**src/rtl/euq_pkg.sv**
```systemverilog
// euq_pkg: widths, cell payload types and the arctangent table shared by the
// euler angle to unit quaternion pipeline and its cells
// depends on nothing
package euq_pkg;

    localparam int ANG_W         = 16;
    localparam int OUT_W         = 16;
    localparam int CORDIC_STEPS  = 16;
    localparam int OUT_FRAC_BITS = 14;
    localparam int ATAN_ENTRIES  = 24;
    localparam int CORDIC_N      = (CORDIC_STEPS < ATAN_ENTRIES) ? CORDIC_STEPS : ATAN_ENTRIES;

    // rotation datapath, q30
    localparam int XY_W   = 34;
    localparam int STG_W  = $clog2(ATAN_ENTRIES);
    // cosine / sine in q16 with cordic gain
    localparam int CS_W   = XY_W - 14;
    localparam int PAIR_W = 2 * CS_W;
    localparam int TRIP_W = PAIR_W + CS_W;
    localparam int COMP_W = 32;
    localparam int MAG_W  = COMP_W - 1;
    localparam int SUM_W  = 64;
    localparam int ROOT_W = SUM_W / 2;
    localparam int RBIT_W = $clog2(ROOT_W);
    localparam int Q_W    = OUT_FRAC_BITS + 1;
    localparam int QBIT_W = $clog2(Q_W);
    localparam int DIV_W  = 64;

    localparam logic signed [XY_W-1:0] HALF_PI_Q30 = 34'sd1686629713;
    localparam logic signed [XY_W-1:0] PI_Q30      = 34'sd3373259426;

    typedef struct packed {
        logic signed [XY_W-1:0] x;
        logic signed [XY_W-1:0] y;
        logic signed [XY_W-1:0] z;
    } t_rot;

    // one angle per lane: pitch, yaw, roll
    typedef struct packed {
        t_rot [2:0] rot;
        logic [2:0] neg;
    } t_cordic_data;

    typedef struct packed {
        logic [SUM_W-1:0]               rem;
        logic [ROOT_W-1:0]              root;
        logic [3:0][COMP_W-1:0]         comp;
    } t_sqrt_data;

    typedef struct packed {
        logic [3:0][DIV_W-1:0] rem;
        logic [3:0][Q_W-1:0]   quo;
        logic [3:0]            neg;
        logic [DIV_W-1:0]      den;
    } t_div_data;

    // atan(2^-i) in q30, truncated
    function automatic logic signed [XY_W-1:0] atan_q30(input logic [STG_W-1:0] idx);
        logic signed [XY_W-1:0] v;
        case (idx)
            0:       v = XY_W'(843314856);
            1:       v = XY_W'(497837829);
            2:       v = XY_W'(263043836);
            3:       v = XY_W'(133525158);
            4:       v = XY_W'(67021686);
            5:       v = XY_W'(33543515);
            6:       v = XY_W'(16775850);
            7:       v = XY_W'(8388437);
            8:       v = XY_W'(4194282);
            9:       v = XY_W'(2097149);
            10:      v = XY_W'(1048575);
            11:      v = XY_W'(524287);
            12:      v = XY_W'(262143);
            13:      v = XY_W'(131071);
            14:      v = XY_W'(65535);
            15:      v = XY_W'(32767);
            16:      v = XY_W'(16383);
            17:      v = XY_W'(8191);
            18:      v = XY_W'(4095);
            19:      v = XY_W'(2047);
            20:      v = XY_W'(1023);
            21:      v = XY_W'(511);
            22:      v = XY_W'(255);
            23:      v = XY_W'(127);
            default: v = '0;
        endcase
        return v;
    endfunction

endpackage

```
**src/rtl/euq_cordic_cell.sv**
```systemverilog
// euq_cordic_cell: one rotation step for the three half angles
// depends on euq_pkg
module euq_cordic_cell (
    input  logic                       i_clk,
    input  logic                       i_rst_n,
    input  logic                       i_valid,
    input  logic [euq_pkg::STG_W-1:0]  i_stage,
    input  euq_pkg::t_cordic_data      i_data,
    output logic                       o_valid,
    output euq_pkg::t_cordic_data      o_data
);
    import euq_pkg::*;

    logic         r_valid;
    t_cordic_data r_data;
    t_cordic_data n_data;

    always_comb begin
        logic signed [XY_W-1:0] x, y, z, dx, dy, a;
        n_data     = i_data;
        a          = atan_q30(i_stage);
        for (int k = 0; k < 3; k++) begin
            x  = i_data.rot[k].x;
            y  = i_data.rot[k].y;
            z  = i_data.rot[k].z;
            dx = y >>> i_stage;
            dy = x >>> i_stage;
            if (!z[XY_W-1]) begin
                n_data.rot[k].x = x - dx;
                n_data.rot[k].y = y + dy;
                n_data.rot[k].z = z - a;
            end else begin
                n_data.rot[k].x = x + dx;
                n_data.rot[k].y = y - dy;
                n_data.rot[k].z = z + a;
            end
        end
    end

    always_ff @(posedge i_clk) begin
        if (!i_rst_n) begin
            r_valid <= 1'b0;
        end else begin
            r_valid <= i_valid;
        end
        r_data <= n_data;
    end

    assign o_valid = r_valid;
    assign o_data  = r_data;
endmodule

```
**config.mk**
```make
export PLATFORM = sky130hd
export DESIGN_NAME = euq_cordic_cell
export DESIGN_NICKNAME = d
export VERILOG_FILES = /design/src/rtl/euq_pkg.sv /design/src/rtl/euq_cordic_cell.sv
export SDC_FILE = /design/constraint.sdc
export NUM_CORES = 2
export LEC_CHECK = 0
export BUFFER_PORTS_ARGS = -buffer_cell sky130_fd_sc_hd__buf_2
export CAP_MARGIN = 20
export CORE_MARGIN = 5
export CORE_UTILIZATION = 54
export CTS_CLUSTER_DIAMETER = 120
export DETAILED_ROUTE_END_ITERATION = 12
export PLACE_DENSITY_LB_ADDON = 0.3
export SYNTH_ARGS = -nofsm -noshare
export SYNTH_HDL_FRONTEND = slang
export SYNTH_SLANG_ARGS = --single-unit
export TNS_END_PERCENT = 5
```
**constraint.sdc**
```tcl
create_clock -name i_clk -period 8.1 [get_ports i_clk]
set_input_delay 1.62 -clock i_clk [delete_from_list [all_inputs] [get_ports i_clk]]
set_output_delay 1.62 -clock i_clk [all_outputs]
set_load 0.02 [all_outputs]
```
==> key figures <==
Clock network
  • CTS H-tree depth: 2
  • Clock sinks: 310
  • Hold Buf Count CTS: 0
  • CTS tree: done
  • Total CTS buffers: 37
  • # Post-CTS Setup Buffers: 0
  • Max Root-Sink Buffers: 3
  • CTS resizes: 0
  • CTS root buf: clkbuf_16
  • Clk slew on worst S/H paths: about 60 ps

Drt
  • Final wirelength: 158900 um
  • First-pass DRT Iterations: 7
  • Vias per cell: 6.697
  • Drt wl/cell: 25.49 um
  • DRC marker count from the first detailed-route iteration: between 5000 and 6000
  • DR vias: 41760
  • DRT antenna net count: 0
  • Drc violations: 0

Power and ir drop
  • Pwr Density: 215.8 nW/um^2
  • VDD IR-drop max: approximately 210 uV
  • Leakage Power: 20.28 nW
  • Overall Power: 9.897 mW

GRT
  • Met1 global-route usage: 47.28%
  • Routing usage on met2: 58.51%
  • GRT met3 Usage: 10.17%
  • GRT Total Usage: between 30% and 40%
  • First-pass GRT wire length: 235900 um
  • Grt total ovfl: 0
  • Antenna violations before repair: 31
  • Grt peak-use layer: met2
  • Pin count of the biggest net entering global routing: 79
  • Vias in the first global route: 38590

Worst hold path
  • Worst hold path type: input port to register

Cells and area
  • Area growth syn-to-layout: 13.12%
  • Final instance area: about 46000 um^2
  • Fin nets: just under 6000
  • Fill cells: 6563
  • Layout cell share with drive strength beyond 1: 23.35%
  • Util after Layout: between 60% and 70%

Die
  • # IOs: between 600 and 700
  • Core box area: 74450 um^2
  • Die area: 80640 um^2
  • Die outline width: 284.0 um
  • Initial core utilization: a little over half
  • # rows: 100
  • Die height: 284.0 um

Critical path
  • Critical Path Sink Type: register
  • Critical Path AT: roughly 7900 ps
  • Critical path startpoint category: input port
  • Critical Path RT: 8620 ps
  • Crit path kind: input port to register
  • Worst-path fanout max: 33

Timing
  • Final setup viols: 0
  • Sum Neg Setup Slack: 0 ps
  • Max-slew violation count: 0
  • Crit path time final: about 7300 ps
  • PnR worst setup slack: 770.3 ps
  • Maximum clock rate: 136.4 MHz
  • RSZ-0062 raised after global routing: no
  • Slew HR: 30.00%
  • Least-Margin Pin Slew: around 1000 ps
  • Final Hold Fails: 0
  • Final period util: 90.49%

Logic synthesis
  • Syn_area_per_cell: about 8.6 um^2
  • Count of cell types in the netlist: between 100 and 150
  • Syn Inst Count: 4706
  • Synth area leader: dfxtp_1
  • Ys async rst share: 0%
  • Seq cells post-synth: 310
  • EDFF count, synth: 0
  • Ys Warns: 0
  • Post-Syn Area: 40530 um^2
  • Most used DFF post-synth: dfxtp_1
  • Top cell type's share of synthesized area: 15.31%
  • Main area contributors after synthesis: dfxtp_1 15%, mux4_2 14%, ha_1 9.6%, xnor2_1 6.1%, mux2i_1 5.2%
  • Seq/Total Area, Yosys: 15.31%
  • Mapped Nets: around 5300

Place
  • Hpwl dp: 125500 um
  • Place WS: approximately 330 ps
  • Port Buffers: 626
  • Post-DP Area: 44530 um^2
  • Gpl congestion: 1.056

Outcome
  • Outcome: finished, final reports clean

Job
  • Max-cap viol count: 0
==> per-layer routing <==
layer	wire, um	share of wire (%)	vias up
met3	19080	12	567
li1	-	-	18820
met5	145	0.091	-
met4	8711	5.5	24
met1	61000	38	19640
met2	70010	44	2704
==> metrics by stage <==
stage / cells / hold slack (ps)
final: 6235 / 1147
after global routing: 6228 / 1134
after CTS: 6216 / 1129
after detailed placement: 6150 / 1726
after global placement: 6150 / 1723
after floorplan: 4706 / 1648
==> report_power, final <==
part           internal [mW]  total [mW]  switching, mW  leakage (nW)
clock                   1.05        1.78          0.730         0.619
sequential              2.18        2.39          0.218          2.62
combinational           2.19        5.73           3.54          17.0
total                   5.41        9.90           4.49          20.3
==> layout make-up <==
| type | instances | area [um^2] | share of cell area (%) |
|---|---|---|---|
| Sequential cell | 310 | 6206 | 13.54 |
| Timing Repair Buffer | 736 | 4155 | 9.063 |
| Antenna cell | 19 | 47.55 | 0.1037 |
| Multi-Input combinational cell | 4012 | 32480 | 70.84 |
| Clock inverter | 12 | 217.7 | 0.4748 |
| Tap cell | 969 | 1212 | 2.644 |
| Inverter | 123 | 470.5 | 1.026 |
| Clock buffer | 54 | 1060 | 2.311 |
==> placed cells by master (no fill, tap or decap), drive strengths merged, types with 59 or more instances in the layout <==
cell,count
dfxtp,310
nand3,77
o22ai,59
buf,735
a31oi,75
mux4,264
mux2i,211
nand2b,69
inv,123
nor2,399
mux2,99
o21ai,248
a21oi,389
xor2,176
nand2,379
nor3,62
xnor2,283
ha,312
a21o,157
nor2b,60
==> sequential cells by signal (all words and copies together), names as in the netlist <==
register	count
o_valid	1
o_data	309
==> final timing paths <==
| check | start | end | slack [ps] | cells after the start |
|---|---|---|---|---|
| min | i_data[2] | o_data[2] | 1150 | 1 |
| max | i_stage[0] | o_data[70] | 770 | 24 |
==> synthesized netlist by cell type, types with 95 or more instances <==
library cell,n
a21oi_1,389
mux2_2,95
inv_1,119
mux2i_1,210
nor2_1,398
xnor2_1,283
nand2_1,377
ha_1,312
dfxtp_1,310
o21ai_0,245
a21o_1,157
xor2_1,176
clkbuf_1,106
mux4_2,252
==> critical path, stage by stage <==
cell       delay [ps]
buf_8             270
buf_12            230
buf_12            240
mux4_1            700
mux4_2            550
a21oi_1           260
ha_1              270
nand3_1            90
nor4_1            480
and3_1            310
and3b_1           340
a21oi_1           120
xor2_1            190
ha_1              360
a21oi_1           180
nor2b_1            60
o21ai_0           140
nand2b_1          100
a2111oi_0         370
a21oi_1           110
o21ai_0           310
a21o_1            200
a31o_2            150
xnor2_1           110
==> logic make-up after synthesis <==
logic type                 count (synthesis)  synth area share (%)
buffers and inverters                    384                 4.606
xor gates and xnor gates                 459                 9.919
DFF                                      310                 15.31
and+or+nand+nor                         1283                 15.30
adders and majority gates                321                 10.08
muxes                                    574                 22.76
AOI/OAI and AO/OA                       1375                 22.03
Note: power is estimated with default switching activity, not from simulation.
