$ cat config.mk
export PLATFORM = sky130hd
export DESIGN_NAME = euq_sqrt_cell
export DESIGN_NICKNAME = d
export VERILOG_FILES = /design/src/rtl/euq_pkg.sv /design/src/rtl/euq_sqrt_cell.sv
export SDC_FILE = /design/constraint.sdc
export NUM_CORES = 1
export LEC_CHECK = 0
export BUFFER_PORTS_ARGS = -buffer_cell sky130_fd_sc_hd__buf_2
export CORE_UTILIZATION = 49
export CTS_BUF_LIST = sky130_fd_sc_hd__clkbuf_8
export DETAILED_ROUTE_END_ITERATION = 16
export GPL_TIMING_DRIVEN = 0
export PLACE_DENSITY = 0.8
export SLEW_MARGIN = 20
export SYNTH_ARGS = -nofsm -noshare
export SYNTH_HDL_FRONTEND = slang
export SYNTH_SLANG_ARGS = --single-unit
$ cat constraint.sdc
create_clock -name i_clk -period 9.35 [get_ports i_clk]
set_clock_uncertainty 0.2 [all_clocks]
set_input_delay 0.935 -clock i_clk [delete_from_list [all_inputs] [get_ports i_clk]]
set_output_delay 0.935 -clock i_clk [all_outputs]
set_load 0.03 [all_outputs]
$ cat src/rtl/euq_pkg.sv
// euq_pkg: widths, cell payload types and the arctangent table shared by the
// euler angle to unit quaternion pipeline and its cells
// depends on nothing
package euq_pkg;

    localparam int ANG_W         = 16;
    localparam int OUT_W         = 16;
    localparam int CORDIC_STEPS  = 16;
    localparam int OUT_FRAC_BITS = 14;
    localparam int ATAN_ENTRIES  = 24;
    localparam int CORDIC_N      = (CORDIC_STEPS < ATAN_ENTRIES) ? CORDIC_STEPS : ATAN_ENTRIES;

    // rotation datapath, q30
    localparam int XY_W   = 34;
    localparam int STG_W  = $clog2(ATAN_ENTRIES);
    // cosine / sine in q16 with cordic gain
    localparam int CS_W   = XY_W - 14;
    localparam int PAIR_W = 2 * CS_W;
    localparam int TRIP_W = PAIR_W + CS_W;
    localparam int COMP_W = 32;
    localparam int MAG_W  = COMP_W - 1;
    localparam int SUM_W  = 64;
    localparam int ROOT_W = SUM_W / 2;
    localparam int RBIT_W = $clog2(ROOT_W);
    localparam int Q_W    = OUT_FRAC_BITS + 1;
    localparam int QBIT_W = $clog2(Q_W);
    localparam int DIV_W  = 64;

    localparam logic signed [XY_W-1:0] HALF_PI_Q30 = 34'sd1686629713;
    localparam logic signed [XY_W-1:0] PI_Q30      = 34'sd3373259426;

    typedef struct packed {
        logic signed [XY_W-1:0] x;
        logic signed [XY_W-1:0] y;
        logic signed [XY_W-1:0] z;
    } t_rot;

    // one angle per lane: pitch, yaw, roll
    typedef struct packed {
        t_rot [2:0] rot;
        logic [2:0] neg;
    } t_cordic_data;

    typedef struct packed {
        logic [SUM_W-1:0]               rem;
        logic [ROOT_W-1:0]              root;
        logic [3:0][COMP_W-1:0]         comp;
    } t_sqrt_data;

    typedef struct packed {
        logic [3:0][DIV_W-1:0] rem;
        logic [3:0][Q_W-1:0]   quo;
        logic [3:0]            neg;
        logic [DIV_W-1:0]      den;
    } t_div_data;

    // atan(2^-i) in q30, truncated
    function automatic logic signed [XY_W-1:0] atan_q30(input logic [STG_W-1:0] idx);
        logic signed [XY_W-1:0] v;
        case (idx)
            0:       v = XY_W'(843314856);
            1:       v = XY_W'(497837829);
            2:       v = XY_W'(263043836);
            3:       v = XY_W'(133525158);
            4:       v = XY_W'(67021686);
            5:       v = XY_W'(33543515);
            6:       v = XY_W'(16775850);
            7:       v = XY_W'(8388437);
            8:       v = XY_W'(4194282);
            9:       v = XY_W'(2097149);
            10:      v = XY_W'(1048575);
            11:      v = XY_W'(524287);
            12:      v = XY_W'(262143);
            13:      v = XY_W'(131071);
            14:      v = XY_W'(65535);
            15:      v = XY_W'(32767);
            16:      v = XY_W'(16383);
            17:      v = XY_W'(8191);
            18:      v = XY_W'(4095);
            19:      v = XY_W'(2047);
            20:      v = XY_W'(1023);
            21:      v = XY_W'(511);
            22:      v = XY_W'(255);
            23:      v = XY_W'(127);
            default: v = '0;
        endcase
        return v;
    endfunction

endpackage

$ cat src/rtl/euq_sqrt_cell.sv
// euq_sqrt_cell: one result bit of the integer square root, components ride along
// depends on euq_pkg
module euq_sqrt_cell (
    input  logic                        i_clk,
    input  logic                        i_rst_n,
    input  logic                        i_valid,
    input  logic [euq_pkg::RBIT_W-1:0]  i_bit,
    input  euq_pkg::t_sqrt_data         i_data,
    output logic                        o_valid,
    output euq_pkg::t_sqrt_data         o_data
);
    import euq_pkg::*;

    logic       r_valid;
    t_sqrt_data r_data;
    t_sqrt_data n_data;

    always_comb begin
        logic [SUM_W+1:0] trial;
        logic [SUM_W+1:0] rem_ext;
        n_data  = i_data;
        // (root + 2^k)^2 - root^2
        trial   = ({2'b00, SUM_W'(i_data.root)} << ({1'b0, i_bit} + 1'b1))
                + ((SUM_W+2)'(1) << {i_bit, 1'b0});
        rem_ext = {2'b00, i_data.rem};
        if (rem_ext >= trial) begin
            n_data.rem  = SUM_W'(rem_ext - trial);
            n_data.root = i_data.root | (ROOT_W'(1) << i_bit);
        end
    end

    always_ff @(posedge i_clk) begin
        if (!i_rst_n) begin
            r_valid <= 1'b0;
        end else begin
            r_valid <= i_valid;
        end
        r_data <= n_data;
    end

    assign o_valid = r_valid;
    assign o_data  = r_data;
endmodule

==> impl_metrics.env <==
export IMPL_worstHoldPathCells=1
export IMPL_cts_tree="yes"
export IMPL_grt_pass1_vias=15840
export IMPL_antenna_found_initial=2
export IMPL_drive_gt1_frac=0.330
export IMPL_synth_area_leaders="dfxtp_1 30%, ha_1 8.5%, mux2_2 5.4%, a21o_1 4.4%, mux2i_1 4.0%"
export IMPL_dieArea_um2=31700
export IMPL_avgSynthCellArea_um2=8.74
export IMPL_clock_sinks=225
export IMPL_area_growth_pct=27.4
export IMPL_seqPwrFrac=0.303
export IMPL_core_area_um2=30500
export IMPL_cp_required_ns=9.62
export IMPL_min_path_type="in2reg"
export IMPL_synth_seq_cells=225
export IMPL_p_clk_frac=0.215
export IMPL_synth_nets=2070
export IMPL_remaining_drc_errors=0
export IMPL_numCtsBuffers=37
export IMPL_synth_edf_count=0
export IMPL_synth_compound_area_frac=0.224
export IMPL_synth_top_family_by_area="compound AO/OA/AOI/OAI gates"
export IMPL_fin_nets=2589
export IMPL_hold_viol_final=0
export IMPL_io_pins=457
export IMPL_via_count=16400
export IMPL_fin_util=0.633
export IMPL_die_y_um=178
export IMPL_status="completed"
export IMPL_hpwlAfterDp_um=56600
export IMPL_syn_inst=1734
export IMPL_crit_start="i_bit[0]"
export IMPL_critical_path_class="in2reg"
export IMPL_yosys_warnings=0
export IMPL_combPwrFrac=0.482
export IMPL_gr_total_overflow=0
export IMPL_p_sw_mw=1.59
export IMPL_synth_simple_area_share=0.162
export IMPL_slew_headroom=0.299
export IMPL_cellPowerDensity_nw_per_um2=194
export IMPL_cp_slowest_cell="mux4_2"
export IMPL_ant_nets=0
export IMPL_cap_violations=0
export IMPL_grtUsageTotal=0.422
export IMPL_period_needed_ns=9.26
export IMPL_post_route_period_util=0.991
export IMPL_drt_wl_total_um=69100
export IMPL_ir_drop_uv=128
export IMPL_die_x_um=178
export IMPL_hold_ws_ns=0.239
export IMPL_crit_fanout=11
export IMPL_dr_pass1_iters=6
export IMPL_cts_path_max_buffers=3
export IMPL_slew_violations=0
export IMPL_fmax_mhz=108
export IMPL_wl_per_cell_um=25.9
export IMPL_gp_congestion=0.981
export IMPL_layout_setup_ws_ns=0.0858
export IMPL_netlist_area_um2=15200
export IMPL_final_cell_mix="468 x buf_2, 225 x dfxtp_1, 150 x nand2_1"
export IMPL_synth_top_flop_cell="dfxtp_1"
export IMPL_pre_cts_slack_ns=-3.36
export IMPL_synthMuxAreaShare=0.130
export IMPL_synth_fa_ha_area_frac=0.0863
export IMPL_end_kind="flip-flop"
export IMPL_mostFrequentLayoutCell="buf_2"
export IMPL_p_int_mw=2.15
export IMPL_netlist_area_leader_share=0.297
export IMPL_min_from="i_data[109]"
export IMPL_clkTransAtPathRegs_ns=0.06
export IMPL_io_buffers=455
export IMPL_htreeDepth=2
export IMPL_worst_ep_arrival_time_ns=9.53
export IMPL_critPathMaxStageDelay_ns=0.51
export IMPL_fp_row_count=64
export IMPL_fin_tns_setup_ns=0
export IMPL_cts_root_buf="clkbuf_8"
export IMPL_p_leak_nw=9.09
export IMPL_setup_viol=0
export IMPL_worstMarginPinSlew_ns=1.02
export IMPL_sw_frac_of_total=0.425
export IMPL_initial_core_util=0.497
export IMPL_start_kind="input port"
export IMPL_yosys_area_top_type="dfxtp_1"
export IMPL_ys_seq_area_frac=0.297
export IMPL_synthXorXnorAreaFrac=0.0671
export IMPL_grt_max_degree=17
export IMPL_grt_pass1_wl_um=98100
export IMPL_synth_distinct_cells=87
export IMPL_vias_per_cell=6.14
export IMPL_drt_initial_drc_count=1720
export IMPL_async_reset_ff_frac=0
## layer usage
layer	vias to the layer above	GRT usage	share of wire
met3	206	0.104	0.10
met1	7788	0.529	0.40
met2	958	0.660	0.44
li1	7446	-	-
met5	-	0	0.00019
met4	2	0.230	0.061
## synthesized netlist by cell type (5+ instances only)
library cell / number
a211o_1: 6
a211oi_1: 15
a21boi_0: 6
a21o_1: 89
a21oi_1: 114
a221o_1: 9
a311oi_1: 7
a31oi_1: 23
and2_1: 29
and3_1: 13
and4_1: 5
buf_1: 7
buf_2: 20
buf_4: 6
buf_6: 5
clkbuf_1: 38
dfxtp_1: 225
ha_1: 103
inv_1: 35
mux2_1: 12
mux2_2: 73
mux2i_1: 61
mux4_2: 18
nand2_1: 154
nand2b_1: 16
nand3_1: 34
nand4_1: 18
nor2_1: 150
nor2b_1: 15
nor3_1: 31
nor3b_1: 6
nor4_1: 9
o211a_1: 5
o211ai_1: 13
o21a_1: 19
o21ai_0: 80
o21ai_1: 6
o21bai_1: 11
o22ai_1: 17
o31ai_1: 12
or2_2: 10
or3_1: 9
xnor2_1: 66
xor2_1: 47
## worst paths after layout
kind | endpoint | slack (ns)
worst max-delay path | o_data[222]$_DFF_P_ | 0.09
worst min-delay path | o_data[109]$_DFF_P_ | 0.24
## power by group through the flow
stage               combinational [mW]  sequential [mW]  clock [mW]
floorplan                        0.870             1.43           0
global placement                  1.67             1.15           0
detailed placement                1.68             1.15           0
CTS                               1.73             1.13       0.816
global route                      1.90             1.14       0.852
finish                            1.80             1.13       0.805
## cell type report
type / count / area (µm²)
Antenna cell: 1 / 2.50
Inverter: 37 / 143
Timing Repair Buffer: 489 / 2530
Clock buffer: 42 / 578
Fill cell: 2643 / 11200
Clock inverter: 19 / 85.1
Buffer: 67 / 460
Tap cell: 396 / 495
Multi-Input combinational cell: 1396 / 10500
Sequential cell: 225 / 4500
## kinds of logic after synthesis
logic type	after synthesis
AND/OR/NAND/NOR	516
AO/OA/AOI/OAI	498
flip-flops	225
multiplexers	164
XOR/XNOR	114
buffers and inverters	113
adder cells (fa/ha/maj)	104
## worst max-delay path, delay by kind of cell
kind	cells	cell delay [ns]
AO/OA/AOI/OAI	12	3.13
buffers and inverters	10	1.67
AND/OR/NAND/NOR	8	1.46
multiplexers	3	1.23
adder cells (fa/ha/maj)	3	0.91
XOR/XNOR	1	0.14
## sequential cells by signal (all words and copies together), names as in the netlist
name	count
o_data	224
o_valid	1
## repair_timing
action,4_1_cts,5_1_grt
buffers inserted,12,21
hold buffers,0,0
resized for setup,78,43
endpoints found under the setup margin,96,96
pin swaps,12,19
## through the flow
step | instances | area [µm²] | power, mW
2_1_floorplan | 1734 | 15200 | 2.30
3_3_place_gp | 2585 | 17900 | 2.81
3_5_place_dp | 2586 | 18000 | 2.83
4_1_cts | 2657 | 19000 | 3.68
5_1_grt | 2672 | 19300 | 3.90
6_report | 2672 | 19300 | 3.74
No activity file was read; power rests on OpenSTA's default activity.
