--- src/rtl/euq_pkg.sv ---
// euq_pkg: widths, cell payload types and the arctangent table shared by the
// euler angle to unit quaternion pipeline and its cells
// depends on nothing
package euq_pkg;

    localparam int ANG_W         = 16;
    localparam int OUT_W         = 16;
    localparam int CORDIC_STEPS  = 16;
    localparam int OUT_FRAC_BITS = 14;
    localparam int ATAN_ENTRIES  = 24;
    localparam int CORDIC_N      = (CORDIC_STEPS < ATAN_ENTRIES) ? CORDIC_STEPS : ATAN_ENTRIES;

    // rotation datapath, q30
    localparam int XY_W   = 34;
    localparam int STG_W  = $clog2(ATAN_ENTRIES);
    // cosine / sine in q16 with cordic gain
    localparam int CS_W   = XY_W - 14;
    localparam int PAIR_W = 2 * CS_W;
    localparam int TRIP_W = PAIR_W + CS_W;
    localparam int COMP_W = 32;
    localparam int MAG_W  = COMP_W - 1;
    localparam int SUM_W  = 64;
    localparam int ROOT_W = SUM_W / 2;
    localparam int RBIT_W = $clog2(ROOT_W);
    localparam int Q_W    = OUT_FRAC_BITS + 1;
    localparam int QBIT_W = $clog2(Q_W);
    localparam int DIV_W  = 64;

    localparam logic signed [XY_W-1:0] HALF_PI_Q30 = 34'sd1686629713;
    localparam logic signed [XY_W-1:0] PI_Q30      = 34'sd3373259426;

    typedef struct packed {
        logic signed [XY_W-1:0] x;
        logic signed [XY_W-1:0] y;
        logic signed [XY_W-1:0] z;
    } t_rot;

    // one angle per lane: pitch, yaw, roll
    typedef struct packed {
        t_rot [2:0] rot;
        logic [2:0] neg;
    } t_cordic_data;

    typedef struct packed {
        logic [SUM_W-1:0]               rem;
        logic [ROOT_W-1:0]              root;
        logic [3:0][COMP_W-1:0]         comp;
    } t_sqrt_data;

    typedef struct packed {
        logic [3:0][DIV_W-1:0] rem;
        logic [3:0][Q_W-1:0]   quo;
        logic [3:0]            neg;
        logic [DIV_W-1:0]      den;
    } t_div_data;

    // atan(2^-i) in q30, truncated
    function automatic logic signed [XY_W-1:0] atan_q30(input logic [STG_W-1:0] idx);
        logic signed [XY_W-1:0] v;
        case (idx)
            0:       v = XY_W'(843314856);
            1:       v = XY_W'(497837829);
            2:       v = XY_W'(263043836);
            3:       v = XY_W'(133525158);
            4:       v = XY_W'(67021686);
            5:       v = XY_W'(33543515);
            6:       v = XY_W'(16775850);
            7:       v = XY_W'(8388437);
            8:       v = XY_W'(4194282);
            9:       v = XY_W'(2097149);
            10:      v = XY_W'(1048575);
            11:      v = XY_W'(524287);
            12:      v = XY_W'(262143);
            13:      v = XY_W'(131071);
            14:      v = XY_W'(65535);
            15:      v = XY_W'(32767);
            16:      v = XY_W'(16383);
            17:      v = XY_W'(8191);
            18:      v = XY_W'(4095);
            19:      v = XY_W'(2047);
            20:      v = XY_W'(1023);
            21:      v = XY_W'(511);
            22:      v = XY_W'(255);
            23:      v = XY_W'(127);
            default: v = '0;
        endcase
        return v;
    endfunction

endpackage

--- src/rtl/euq_div_cell.sv ---
// euq_div_cell: one quotient bit of the four restoring divisions
// depends on euq_pkg
module euq_div_cell (
    input  logic                        i_clk,
    input  logic                        i_rst_n,
    input  logic                        i_valid,
    input  logic [euq_pkg::QBIT_W-1:0]  i_bit,
    input  euq_pkg::t_div_data          i_data,
    output logic                        o_valid,
    output euq_pkg::t_div_data          o_data
);
    import euq_pkg::*;

    logic      r_valid;
    t_div_data r_data;
    t_div_data n_data;

    always_comb begin
        logic [DIV_W-1:0] trial;
        n_data = i_data;
        trial  = i_data.den << i_bit;
        for (int k = 0; k < 4; k++) begin
            if (i_data.rem[k] >= trial) begin
                n_data.rem[k] = i_data.rem[k] - trial;
                n_data.quo[k] = i_data.quo[k] | (Q_W'(1) << i_bit);
            end
        end
    end

    always_ff @(posedge i_clk) begin
        if (!i_rst_n) begin
            r_valid <= 1'b0;
        end else begin
            r_valid <= i_valid;
        end
        r_data <= n_data;
    end

    assign o_valid = r_valid;
    assign o_data  = r_data;
endmodule

--- config.mk ---
export PLATFORM = sky130hd
export DESIGN_NAME = euq_div_cell
export DESIGN_NICKNAME = d
export VERILOG_FILES = /design/src/rtl/euq_pkg.sv /design/src/rtl/euq_div_cell.sv
export SDC_FILE = /design/constraint.sdc
export NUM_CORES = 1
export LEC_CHECK = 0
export BUFFER_PORTS_ARGS = -buffer_cell sky130_fd_sc_hd__buf_2
export CELL_PAD_IN_SITES_DETAIL_PLACEMENT = 1
export CELL_PAD_IN_SITES_GLOBAL_PLACEMENT = 1
export CORE_AREA = 2 2 306 308
export DETAILED_ROUTE_END_ITERATION = 12
export DIE_AREA = 0 0 308 310
export MAX_ROUTING_LAYER = met4
export PLACE_DENSITY = 0.77
export SLEW_MARGIN = 20
export SYNTH_ARGS = -nofsm -noshare
export SYNTH_HDL_FRONTEND = slang
export SYNTH_SLANG_ARGS = --single-unit
--- constraint.sdc ---
create_clock -name i_clk -period 5.1 [get_ports i_clk]
set_input_delay 0.51 -clock i_clk [delete_from_list [all_inputs] [get_ports i_clk]]
set_output_delay 0.51 -clock i_clk [all_outputs]
set_load 0.01 [all_outputs]
==> results.env <==
RUN_STATUS='completed'
DETAILED_ROUTE_VIAS_PER_INSTANCE=5.47
P_PER_AREA_nW_PER_UM2=394
IO_PINS=776
FINAL.HOLD.WORST_SLACK_PS=19.8
SYNTHSIMPLEGATEAREAFRAC_PCT=16.9
SYNTHESIS.AREA_PER_INSTANCE_UM2=7.94
DETAIL_ROUTE.ITER0.VIOLATIONS=2307
SYNTH_FF_TYPE='sky130_fd_sc_hd__dfxtp_1'
FIN_TNS_SETUP_PS=0
REPORT.FINAL.SLEW_VIOL_COUNT=0
WORST_SLEW_SLACK_AS_A_FRACTION_OF_ITS_LIMIT_PCT=46.9
SYNTH_TOP_CELL_AREA_SHARE_PCT=26.3
TIMING.CRITICAL_PATH.CELLS='dlygate4sd3_1 > buf_2 > mux4_2 > mux2i_1 > buf_4 > nand2_1 > o21ai_0 > buf_4 > ha_1 > a21oi_1 > o21ai_0 > nor3_1 > a211oi_1 > buf_4 > o31a_1 > o22ai_1 > nor2_1 > a221oi_1 > xor2_1 > o21ai_0'
CTS_TREE='yes'
CLKSINKCOUNT=385
FINALHOLDVIOLCOUNT=0
MAX_CAP_VIOLATIONS=0
YS_TYPES=96
ACHIEVABLE-FREQUENCY_GHz=0.205
HTREE_LEVELS=2
SYNTH_SEQ_CELLS=385
SYNTHADDERAREAFRAC_PCT=11.2
GLOBALROUTETOTALUTIL_PCT=32.1
COREAREA_UM2=92500
DETAIL_ROUTE.WL_PER_CELL_UM=25.2
TIMING_WORST_SLEW_PIN_VALUE_PS=791
CP-END-KIND='register'
GRT_ANTENNA_BEFORE_REPAIR=29
START_UTIL_PCT=31.7
MULTIINPUTGATEAREA_UM2=20400
FINAL_COMMON_CELL='sky130_fd_sc_hd__buf_2'
WORST-SETUP-PATH-TYPE='input port to register'
PERIOD_NEEDED_PS=4880
SYNTH-EDFF-COUNT=0
MUX_CONTRIBUTION_TO_SYNTHESIZED_AREA_PCT=7.29
DESIGN_POWER_TOTAL_uW=15900
POST-ROUTE-CELL-AREA_UM2=40300
CRITPATHREQUIREDTIME_PS=5620
FINALWORSTSETUPSLACK_PS=222
POST-PLACE-WS_PS=-364
GRT_PASS1_WL_UM=221000
REGISTER_AREA_UM2=7710
SYNTHXORXNORAREAFRAC_PCT=6.94
PLACEMENTROWS=112
SYNTH.YOSYS.SEQ_AREA_SHARE_PCT=26.3
TIMING.FINAL.CRIT_SHARE_PCT=95.6
LAYOUT-DRIVE-GT1-SHARE_PCT=31.5
IO_BUFFERS=775
DRT.ANTENNA.VIOLATING_NETS=0
CLOCK_TREE.BUFFER_DEPTH=3
FIRST_PASS_ITERS=5
SYNTH_AREA_LEADERS='sky130_fd_sc_hd__dfxtp_1, sky130_fd_sc_hd__ha_1, sky130_fd_sc_hd__a21oi_1'
STARTPOINT_TYPE='input port'
SYNTH_TOP_FAMILY_BY_AREA='compound AO/OA/AOI/OAI gates'
CTS.REPAIR.RESIZED=0
NUM_VIAS=33600
NETLIST_INSTANCES=3689
CELL_TAKING_THE_MOST_AREA_AFTER_SYNTHESIS='sky130_fd_sc_hd__dfxtp_1'
ROUTE.DETAILED.DRC=0
GLOBALROUTE.TOTALOVERFLOW=0
GP_CONGESTION=1.02
DETAILED_PLACE_HPWL_UM=132000
CRITICAL-PATH-MAX-STAGE-DELAY_PS=640
POSTSYNTH.ASYNCRESETSHARE_PCT=0
GRT_START_MAX_NET_PINS=48
DIE_Y_UM=310
MAPPEDNETLISTAREA_UM2=29300
WORSTHOLDPATHTYPE='input port to register'
DIE_X_UM=308
CLOCK_TREE.ROOT_CELL='sky130_fd_sc_hd__clkbuf_16'
GRT_SETUP_UNREPAIRED='false'
ARRIVAL_PS=5400
NUM-FILL-CELLS=11400
WORST_SETUP_HOLD_PATH_CLK_SLEW_PS=60
MAPPEDNETLISTNETS=4340
SYNTH_COMPOUND_GATE_AREA_SHARE_PCT=27.2
CELL_DEPTH_OF_THE_WORST_MIN_DELAY_PATH=1
GRT_PASS1_VIAS=34700
LEAKAGE_uW=0.0196
LAYOUT.CELLS.MOST_COMMON_LIST='sky130_fd_sc_hd__buf_2, sky130_fd_sc_hd__buf_4, sky130_fd_sc_hd__nand2_1'
SETUP_VIOL=0
DIE_AREA_UM2=95500
CRITICAL-PATH-SLOWEST-CELL='sky130_fd_sc_hd__nor3_1'
YOSYSWARNINGCOUNT=0
DETAILED_PLACE.AREA_UM2=38500
LAYOUT.NETS=5530
SYNTHTOLAYOUTAREAGROWTH_PCT=37.5
VDD_IR_DROP_MAX_V=0.000224
WIRELENGTH_UM=155000
CTS-BUFFERS-INSERTED=49
MIN_TO='o_data[55]'
CRITICAL_PATH_PEAK_FANOUT=5
WORSTHOLDSTART='i_data[55]'
==> per-stage QoR <==
stage,instances,utilization (%)
2_1_floorplan,3689,-
3_3_place_gp,6013,41.6
3_5_place_dp,6013,41.6
4_1_cts,6116,43.5
5_1_grt,6138,43.6
6_report,6143,43.6
==> cells in the mapped netlist (all sizes together) (30+ instances only) <==
master / number
nand2: 478
a21oi: 391
dfxtp: 385
o21ai: 361
ha: 256
nor2: 242
a21o: 208
clkbuf: 137
xnor2: 137
inv: 105
xor2: 95
nand4: 76
o21bai: 70
buf: 62
mux4: 57
mux2i: 56
nand3: 56
nor3: 45
a31oi: 39
nand2b: 36
nor2b: 34
a211oi: 32
o21a: 30
==> routing by layer <==
metal | GRT usage [%] | vias to the layer above | wire (um)
met5 | - | - | 0
met4 | 13.2 | 0 | 6710
met3 | 5.48 | 295 | 9320
met2 | 55.2 | 1127 | 75400
met1 | 36.9 | 16400 | 63200
li1 | - | 15800 | -
==> critical path: cells and delay by family <==
kind	cells	cell delay, ps
AOI/OAI and AO/OA	8	1710
buffers and inverters	5	1250
and+or+nand+nor	3	760
muxes	2	680
adders and majority gates	1	310
xor gates and xnor gates	1	160
==> cell type report <==
type / instances / share of cell area (%)
well taps: 1197 / 3.72
clock inverters: 28 / 0.789
flip-flops and latches: 385 / 19.1
diodes: 27 / 0.168
repair buffers: 1338 / 21.3
multi-input cells: 2999 / 50.6
clock buffers: 63 / 3.32
inverters: 106 / 0.987
==> state kept, by name (all words and copies together) (netlist names) <==
signal and flops:
o_data 384, o_valid 1
==> how the worst max path moves through the flow <==
stage,from,slack (ps),cells after the start,endpoint
after floorplan,i_bit[0],30,18,o_data[196]
after global placement,i_bit[0],-300,20,o_data[381]
after detailed placement,i_bit[0],-360,20,o_data[381]
after CTS,i_bit[0],300,20,o_data[381]
after global routing,i_data[3],10,19,o_data[191]
final,i_data[3],220,20,o_data[190]
==> power by group <==
part	total, uW	internal [uW]	switching (uW)
Clock	3670	2130	1550
Combinational	8170	3430	4750
Sequential	4010	3700	309
==> logic make-up (layout without fill, tap and decap cells) <==
family / Yosys count / count (layout)
other: 0 / 27
DFF: 385 / 385
muxes: 139 / 139
buffers and inverters: 305 / 1535
adders and majority gates: 260 / 260
xor gates and xnor gates: 232 / 232
and+or+nand+nor: 1084 / 1084
AOI/OAI and AO/OA: 1284 / 1284
==> repair_timing <==
action / 4_1_cts / 5_1_grt
hold buffers: 12 / 0
endpoints found under the hold margin: 12 / 0
buffers inserted: 0 / 0
Note: power is estimated with default switching activity, not from simulation.
